**src/rtl/cst_pkg.sv**
```systemverilog
// Shared types, constants and character classes for the stream tokenizer.
package cst_pkg;

    localparam int POS_BITS    = 16;
    localparam int OFFSET_BITS = 16;
    localparam int QUEUE_DEPTH = 4;
    localparam int QPTR_BITS   = $clog2(QUEUE_DEPTH);
    localparam int QCNT_BITS   = $clog2(QUEUE_DEPTH + 1);

    localparam logic [7:0] CH_PLUS  = 8'h2B;
    localparam logic [7:0] CH_MINUS = 8'h2D;
    localparam logic [7:0] CH_UNDER = 8'h5F;
    localparam logic [7:0] CH_SPACE = 8'h20;
    localparam logic [7:0] CH_LF    = 8'h0A;
    localparam logic [7:0] CH_CR    = 8'h0D;
    localparam logic [7:0] CH_TAB   = 8'h09;
    localparam logic [7:0] CH_VT    = 8'h0B;
    localparam logic [7:0] CH_FF    = 8'h0C;
    localparam logic [7:0] CH_NUL   = 8'h00;

    typedef enum logic [2:0] {
        MODE_START  = 3'd0,
        MODE_PLUS1  = 3'd1,
        MODE_MINUS1 = 3'd2,
        MODE_NUM    = 3'd3,
        MODE_IDENT  = 3'd4
    } lex_mode_t;

    typedef enum logic [2:0] {
        KIND_PLUS  = 3'd0,
        KIND_MINUS = 3'd1,
        KIND_INC   = 3'd2,
        KIND_DEC   = 3'd3,
        KIND_NUM   = 3'd4,
        KIND_IDENT = 3'd5,
        KIND_END   = 3'd6,
        KIND_ERR   = 3'd7
    } token_kind_t;

    typedef struct packed {
        token_kind_t              kind;
        logic [OFFSET_BITS-1:0]   start_offset;
        logic [OFFSET_BITS-1:0]   token_length;
        logic                     last;
    } token_t;

    function automatic logic is_digit(input logic [7:0] c);
        return (c >= 8'h30) && (c <= 8'h39);
    endfunction

    function automatic logic is_alpha(input logic [7:0] c);
        return ((c >= 8'h61) && (c <= 8'h7A)) || ((c >= 8'h41) && (c <= 8'h5A));
    endfunction

    function automatic logic is_space(input logic [7:0] c);
        return (c == CH_SPACE) || (c == CH_LF) || (c == CH_CR) || (c == CH_TAB)
            || (c == CH_VT) || (c == CH_FF);
    endfunction

endpackage

```
**src/rtl/char_stream_tokenizer_top.sv**
```systemverilog
// Byte-serial lexer: one source byte in, zero to two token items out.
//
//  channel | direction | tdata (low bit up)                          | tlast
//  s_      | in        | ch[7:0]                                     | -
//  m_      | out       | token_kind[2:0] start_offset[18:3]          | last
//          |           | token_length[34:19], zero pad [39:35]       |
//
// Each byte is classified in the cycle it is accepted and its results are
// written into a four-entry result queue; one byte per cycle is accepted
// while s_tready is high, and a byte that yields two results fills two
// queue entries. s_tready is high while at least two queue entries are free.
// aresetn (synchronous) empties the queue and returns lexer state to start.
module char_stream_tokenizer_top (
    input  logic        aclk,
    input  logic        aresetn,
    input  logic        s_tvalid,
    output logic        s_tready,
    input  logic [7:0]  s_tdata,   // ch[7:0]
    output logic        m_tvalid,
    input  logic        m_tready,
    output logic [39:0] m_tdata,   // token_kind[2:0], start_offset[18:3], token_length[34:19]
    output logic        m_tlast
);

    localparam int PB = cst_pkg::POS_BITS;
    localparam int QD = cst_pkg::QUEUE_DEPTH;
    localparam int QP = cst_pkg::QPTR_BITS;
    localparam int QC = cst_pkg::QCNT_BITS;

    cst_pkg::lex_mode_t mode_reg, mode_next;
    logic [PB-1:0]      pos_reg, pos_next;
    logic [PB-1:0]      tstart_reg, tstart_next;

    cst_pkg::token_t    queue_mem [QD];
    logic [QP-1:0]      head_reg, tail_reg;
    logic [QC-1:0]      count_reg, count_next;

    logic               accept, pop;
    logic [7:0]         c;
    logic               close_tok, double_tok;
    cst_pkg::token_kind_t close_kind;
    logic               sm_valid;
    cst_pkg::token_t    res_a, res_b;
    logic [1:0]         n_res;
    cst_pkg::token_t    sm_res;

    assign c      = s_tdata;
    assign accept = s_tvalid && s_tready;
    assign pop    = m_tvalid && m_tready;

    // Next lexer state
    always_comb begin
        mode_next   = mode_reg;
        tstart_next = tstart_reg;
        close_tok   = 1'b0;
        double_tok  = 1'b0;
        case (mode_reg)
            cst_pkg::MODE_PLUS1: begin
                double_tok = (c == cst_pkg::CH_PLUS);
                close_tok  = !double_tok;
            end
            cst_pkg::MODE_MINUS1: begin
                double_tok = (c == cst_pkg::CH_MINUS);
                close_tok  = !double_tok;
            end
            cst_pkg::MODE_NUM: begin
                close_tok = !cst_pkg::is_digit(c);
            end
            cst_pkg::MODE_IDENT: begin
                close_tok = !(cst_pkg::is_alpha(c) || cst_pkg::is_digit(c)
                              || (c == cst_pkg::CH_UNDER));
            end
            default: begin
                close_tok = 1'b0;
            end
        endcase

        // start mode sees the byte unless the current token absorbs it
        if (double_tok) begin
            mode_next = cst_pkg::MODE_START;
        end else if (close_tok || (mode_reg != cst_pkg::MODE_NUM
                                   && mode_reg != cst_pkg::MODE_IDENT)) begin
            mode_next = cst_pkg::MODE_START;
            if (c == cst_pkg::CH_PLUS) begin
                tstart_next = pos_reg;
                mode_next   = cst_pkg::MODE_PLUS1;
            end else if (c == cst_pkg::CH_MINUS) begin
                tstart_next = pos_reg;
                mode_next   = cst_pkg::MODE_MINUS1;
            end else if (cst_pkg::is_digit(c)) begin
                tstart_next = pos_reg;
                mode_next   = cst_pkg::MODE_NUM;
            end else if (cst_pkg::is_alpha(c) || (c == cst_pkg::CH_UNDER)) begin
                tstart_next = pos_reg;
                mode_next   = cst_pkg::MODE_IDENT;
            end
        end

        pos_next = pos_reg + PB'(1);
        if (c == cst_pkg::CH_NUL) begin
            pos_next    = '0;
            tstart_next = '0;
            mode_next   = cst_pkg::MODE_START;
        end
    end

    // Result items for this byte
    always_comb begin
        case (mode_reg)
            cst_pkg::MODE_PLUS1:  close_kind = double_tok ? cst_pkg::KIND_INC
                                                          : cst_pkg::KIND_PLUS;
            cst_pkg::MODE_MINUS1: close_kind = double_tok ? cst_pkg::KIND_DEC
                                                          : cst_pkg::KIND_MINUS;
            cst_pkg::MODE_NUM:    close_kind = cst_pkg::KIND_NUM;
            default:              close_kind = cst_pkg::KIND_IDENT;
        endcase

        sm_valid = !double_tok
                   && (close_tok || (mode_reg != cst_pkg::MODE_NUM
                                     && mode_reg != cst_pkg::MODE_IDENT))
                   && !(c == cst_pkg::CH_PLUS || c == cst_pkg::CH_MINUS
                        || cst_pkg::is_digit(c) || cst_pkg::is_alpha(c)
                        || c == cst_pkg::CH_UNDER || cst_pkg::is_space(c));

        sm_res.kind         = (c == cst_pkg::CH_NUL) ? cst_pkg::KIND_END : cst_pkg::KIND_ERR;
        sm_res.start_offset = cst_pkg::OFFSET_BITS'(pos_reg);
        sm_res.token_length = (c == cst_pkg::CH_NUL) ? '0 : cst_pkg::OFFSET_BITS'(1);
        sm_res.last         = 1'b1;

        res_a.kind         = close_kind;
        res_a.start_offset = cst_pkg::OFFSET_BITS'(tstart_reg);
        res_a.token_length = double_tok
                             ? cst_pkg::OFFSET_BITS'(pos_reg + PB'(1) - tstart_reg)
                             : cst_pkg::OFFSET_BITS'(pos_reg - tstart_reg);
        res_a.last         = !sm_valid;
        res_b              = sm_res;

        if (close_tok || double_tok) begin
            n_res = sm_valid ? 2'd2 : 2'd1;
        end else begin
            res_a = sm_res;
            n_res = sm_valid ? 2'd1 : 2'd0;
        end
    end

    always_ff @(posedge aclk) begin
        if (!aresetn) begin
            mode_reg   <= cst_pkg::MODE_START;
            pos_reg    <= '0;
            tstart_reg <= '0;
        end else if (accept) begin
            mode_reg   <= mode_next;
            pos_reg    <= pos_next;
            tstart_reg <= tstart_next;
        end
    end

    // Result queue
    always_ff @(posedge aclk) begin
        if (accept && (n_res != 2'd0)) begin
            queue_mem[tail_reg] <= res_a;
        end
        if (accept && (n_res == 2'd2)) begin
            queue_mem[tail_reg + QP'(1)] <= res_b;
        end
    end

    always_comb begin
        count_next = count_reg - QC'(pop);
        if (accept) begin
            count_next = count_next + QC'(n_res);
        end
    end

    always_ff @(posedge aclk) begin
        if (!aresetn) begin
            head_reg  <= '0;
            tail_reg  <= '0;
            count_reg <= '0;
        end else begin
            count_reg <= count_next;
            if (pop) begin
                head_reg <= head_reg + QP'(1);
            end
            if (accept) begin
                tail_reg <= tail_reg + QP'(n_res);
            end
        end
    end

    assign s_tready = (count_reg <= QC'(QD - 2));
    assign m_tvalid = (count_reg != '0);
    assign m_tdata  = {5'b0, queue_mem[head_reg].token_length,
                       queue_mem[head_reg].start_offset, queue_mem[head_reg].kind};
    assign m_tlast  = queue_mem[head_reg].last;

endmodule

```
**config.mk**
```make
export PLATFORM = sky130hd
export DESIGN_NAME = char_stream_tokenizer_top
export DESIGN_NICKNAME = d
export VERILOG_FILES = /design/src/rtl/cst_pkg.sv /design/src/rtl/char_stream_tokenizer_top.sv
export SDC_FILE = /design/constraint.sdc
export NUM_CORES = 1
export LEC_CHECK = 0
export ABC_AREA = 1
export BUFFER_PORTS_ARGS = -buffer_cell sky130_fd_sc_hd__buf_2
export CORE_UTILIZATION = 40
export DETAILED_ROUTE_END_ITERATION = 10
export GPL_TIMING_DRIVEN = 0
export MAX_ROUTING_LAYER = met4
export PLACE_DENSITY = 0.61
export SLEW_MARGIN = 10
export SYNTH_ARGS = -nofsm -noshare
export SYNTH_HDL_FRONTEND = slang
export SYNTH_SLANG_ARGS = --single-unit
```
**constraint.sdc**
```tcl
create_clock -name aclk -period 8.2 [get_ports aclk]
set_clock_uncertainty 0.15 [all_clocks]
set_input_delay 0 -clock aclk [delete_from_list [all_inputs] [get_ports aclk]]
set_output_delay 0 -clock aclk [all_outputs]
set_load 0.03 [all_outputs]
```
# After elaboration in Yosys (flattened, before gate mapping)
# Memory sizes are Yosys's and may differ from the RTL's. A register that Yosys moved wholly into a read port is not among the register bits.
# Index checks and enable logic that the tools add are counted.
# totals
reg_bits	42
mem_bits_rw	144
out_inout_bits	43
mem_count	1
# classes
order_cmp	7
n_reduce_logical	41
addsub	8
muxes	34
n_eq_ne	17
# memory_table
name	depth	width	read_ports	rd_ports_with_merged_regs	wr	line	text
queue_mem	4	36	1	1	2	char_stream_tokenizer_top.sv:34	cst_pkg::token_t queue_mem [QD];
# op_table
cell	count
$mux W16	9
$eq A8 B4 Y1 const B	5
$mux W36	1
$sub A16 B16 Y16	2
$eq A8 B6 Y1 const B	3
$mux W3	8
$add A16 B1 Y16 const B	1
$ge A8 B7 Y1 const B	2
$le A8 B7 Y1 const B	2
$logic_or A1 B1 Y1	16
$mux W2	6
$logic_and A1 B1 Y1	10
$pmux W3 S3	1
$eq A8 B7 Y1 const B	1
$ge A8 B6 Y1 const B	1
$le A8 B6 Y1 const B	1
$logic_not A8 Y1	1
$logic_not A1 Y1	7
$mux W1	7
$eq A3 B2 Y1 const B	2
$reduce_bool A3 Y1	2
$reduce_bool A5 Y1	1
$add A2 B1 Y2 const B	2
$pmux W1 S4	1
14 further kinds	15

# Longest topological paths before layout
# logic_depth
word_depth	16
ltp_mapped	23

# Least setup slack after synthesis
# Ideal clock, no wire load.
# synth_timing
path_type	register to register
from	register mode_reg[1]
to	memory queue_mem[3][17] (netlist bit), enable pin
path_buffers	2
path_slack_ns	5.120
t_required_ns	7.675
path_stages_with_launch	16
period_less_slack_ns	3.080
arrival_time_ns	2.555
cell_sequence	dfxtp_1 nand2_1 nor2_1 nand3_1 nand2_2 inv_2 nand3_2 buf_6 buf_2 ha_1 inv_1 nor2_2 nand2_1 inv_1 nor2_1 inv_1
# synth_rtl
element	line	text
start: declaration	char_stream_tokenizer_top.sv:30	cst_pkg::lex_mode_t mode_reg, mode_next;
start signal: assignment	char_stream_tokenizer_top.sv:148	mode_reg <= cst_pkg::MODE_START;
start signal: assignment	char_stream_tokenizer_top.sv:152	mode_reg <= mode_next;
end: declaration	char_stream_tokenizer_top.sv:34	

==> metrics <==
register area 4480 um2; deepest clock path buffer count 2; Seq/Total Area, Yosys 44.7%; Top Family by Delay on Critical Path buffers and inverters; syn_area_per_cell 7.52 um2; Sink Count 188; Routed Antenna Nets 0; Max VDD drop 147 uV; Gate Count Post-Synth 1334; placed insts 1711; setup_tns 0 ns; Post-Route WL 30600 um; fin cells 1755; multi-input logic area 4820 um2; CP max stage delay 0.66 ns; CP Launch Type primary input; grt total ovfl 0; Synth Cell Area 10000 um2; Ys Warns 0; WP buf/inv 8; Starting Density 41.0%; initial antenna violation count 0; clk slew on worst S/H paths 0.08 ns; Pleak 4.65 nW; largest net degree at the start of global routing 23; H-tree depth 4; later-pin clock latency in the skew report 0.45 ns; CTS tree built; max cap viols 0; First-pass DRT Iterations 5; vias post-DR 9390; crit end category register; gpl congestion 0.913; Max Slew Vio Count 0; worst-path cell chain dlygate4sd3_1 -> buf_2 -> o21ai_1 -> nand2_1 -> dlygate4sd3_1 -> nand2_1 -> nand3_1 -> nand2_2 -> nand3_2 -> buf_6 -> buf_2 -> ha_1 -> inv_1 -> nor2_2 -> nand2_1 -> inv_1 -> nor2_1 -> inv_1 -> nor2_1 -> a21oi_1; Total Power 0.00345 W; die width 160 um; critical-path maximum fanout 21; final worst path period need 4.56 ns; status complete, no violations; Post-route DRC 0; worst hold path type primary input to register; WP data required 8.36 ns; Final nets 1454; layout cells sized above 1 11.5%; Worst EP arrival 4.72 ns; pwr dens 303 nW/um2; filler cell count 2489; first-pass GRT wire length 48300 um; FP Rows 57; io pins 55; Synth cell types 40; Tcrit/Tclk final 55.7%; total CTS buffers 17; DRT iter0 DRCs 966; Core Box Area 24500 um2; Tightest Pin Transition 1.01 ns; vias in the first global route 8662; Diodes inserted 0; relative slew slack 32.3%; Port Buf Inserts 49; Max Clk Rate 219 MHz; final hold violations 0; Crit-path slowest cell inv_1; RSZ-0062 raised after global routing no; Gates resized, CTS repair 0; final core utilization 46.6%; Die Y 160 um; Final HPWL DP 22600 um; Largest register FFs 144; Area Overhead vs Synth 13.8%; total global routing track utilization 25.0%; critical path class primary input to register; vias per cell 5.35; register bit total from synthesis 188; Root Driver clkbuf_16; final setup fails 0; die area 25700 um2; WL per Instance 17.5 um
==> where the power goes <==
group          internal [W]  switching (W)  leakage, nW
Clock              0.000424       0.000418        0.288
Sequential          0.00114      0.0000618         1.60
Combinational      0.000364        0.00104         2.77
==> metrics by stage <==
stage,hold WS [ns],area (um2),setup WS (ns)
after floorplan,0.0139,10000,5.12
after global placement,0.196,10700,3.98
after detailed placement,0.190,10700,3.94
after CTS,0.0152,11400,3.74
after global routing,0.0799,11400,3.34
final,0.0195,11400,3.64
==> Yosys cell counts (all sizes together) <==
cell	number	area, um2
clkbuf	32	120
clkinv	3	11.3
nand2	303	1170
inv	101	379
a21o	2	15.0
a21oi	71	359
conb	1	3.75
a2111oi	1	8.76
o31ai	4	30.0
a2bb2oi	1	8.76
edfxtp	72	2160
nor4	3	33.8
nor2	143	552
o22ai	36	225
dfxtp	116	2320
nand3	144	768
or2	11	68.8
nand4	3	18.8
xor2	13	114
xnor2	6	52.6
fa	2	40.0
ha	22	275
nor3	6	41.3
o21ai	202	1010
buf	36	230
==> cell type report <==
class | count | area share [%]
Buffer | 68 | 3.07
Clock inverter | 14 | 1.26
Tap cell | 324 | 3.55
Timing Repair Buffer | 61 | 3.20
Inverter | 104 | 3.42
Clock buffer | 18 | 3.95
Multi-Input combinational cell | 978 | 42.2
Sequential cell | 188 | 39.3
==> what timing repair did <==
action	4_1_cts	5_1_grt
setup buffers	0	0
endpoints found under the setup margin	0	0
hold endpoints to repair	14	0
hold buffers	12	0
==> cell families (layout without fill, tap and decap cells) <==
logic type / count (synthesis) / in the layout / share of synthesized area (%)
and+or+nand+nor: 613 / 613 / 26.5
AOI/OAI and AO/OA: 317 / 317 / 16.6
DFF: 188 / 188 / 44.7
buffers and inverters: 172 / 265 / 7.39
adders and majority gates: 24 / 24 / 3.14
xor gates and xnor gates: 19 / 19 / 1.66
other: 1 / 5 / 0.0374
==> path summary, 6_finish.rpt <==
check | cells after the start | endpoint | slack (ns) | start
worst max-delay path | 20 | queue_mem[3][34]$_SDFFE_PP1N_ | 3.64 | s_tdata[4]
worst min-delay path | 5 | queue_mem[2][33]$_DFFE_PP_ | 0.02 | s_tvalid
worst max register to register | 15 | queue_mem[3][26]$_DFFE_PP_ | 3.83 | mode_reg[1]$_SDFFE_PN0P_
worst min register to register | 2 | queue_mem[1][15]$_SDFFE_PP0N_ | 0.30 | queue_mem[1][15]$_SDFFE_PP0N_
==> cells in the final DEF, fill, tap and decap left out, types with 3 or more instances in the layout <==
master         Yosys  routed
a21oi_1           70      70
buf_1              5       5
buf_2             16      65
buf_4             10      10
buf_6              5       5
clkbuf_1          32      32
clkbuf_16          0      18
clkinv_1           3       3
clkinv_4           0       4
conb_1             1       5
dfxtp_1          116     116
dlygate4sd3_1      0      12
edfxtp_1          72      72
ha_1              22      22
inv_1             87      87
inv_2             14      14
inv_6              0       4
inv_8              0       3
nand2_1          288     288
nand2_2           15      15
nand3_1          136     136
nand3_2            7       7
nand4_1            3       3
nor2_1           139     139
nor2_2             3       3
nor3_1             5       5
o21ai_0          163     163
o21ai_1           38      38
o22ai_1           36      36
o31ai_1            4       4
or2_1              3       3
or2_2              8       8
xnor2_1            6       6
xor2_1            13      13
==> worst register-to-register path, stage by stage (launching register included) <==
cell     delay (ns)
dfxtp_1        0.39
nand2_1        0.07
nor2_1         0.17
nand3_1        0.12
nand2_2        0.22
inv_2          0.08
nand3_2        0.14
buf_6          0.16
buf_2          0.26
ha_1           0.38
inv_1          0.13
nor2_2         0.25
nand2_1        0.32
inv_1          0.15
nor2_1         0.17
inv_1          0.79
==> metal layers <==
| layer | routed length [um] | up-vias | GRT usage [%] |
|---|---|---|---|
| met5 | 0 | - | - |
| met4 | 722 | 0 | 8.14 |
| met3 | 2200 | 42 | 4.44 |
| met2 | 13400 | 350 | 37.5 |
| met1 | 14300 | 4333 | 34.0 |
| li1 | - | 4665 | - |
No activity file was read; power rests on OpenSTA's default activity.
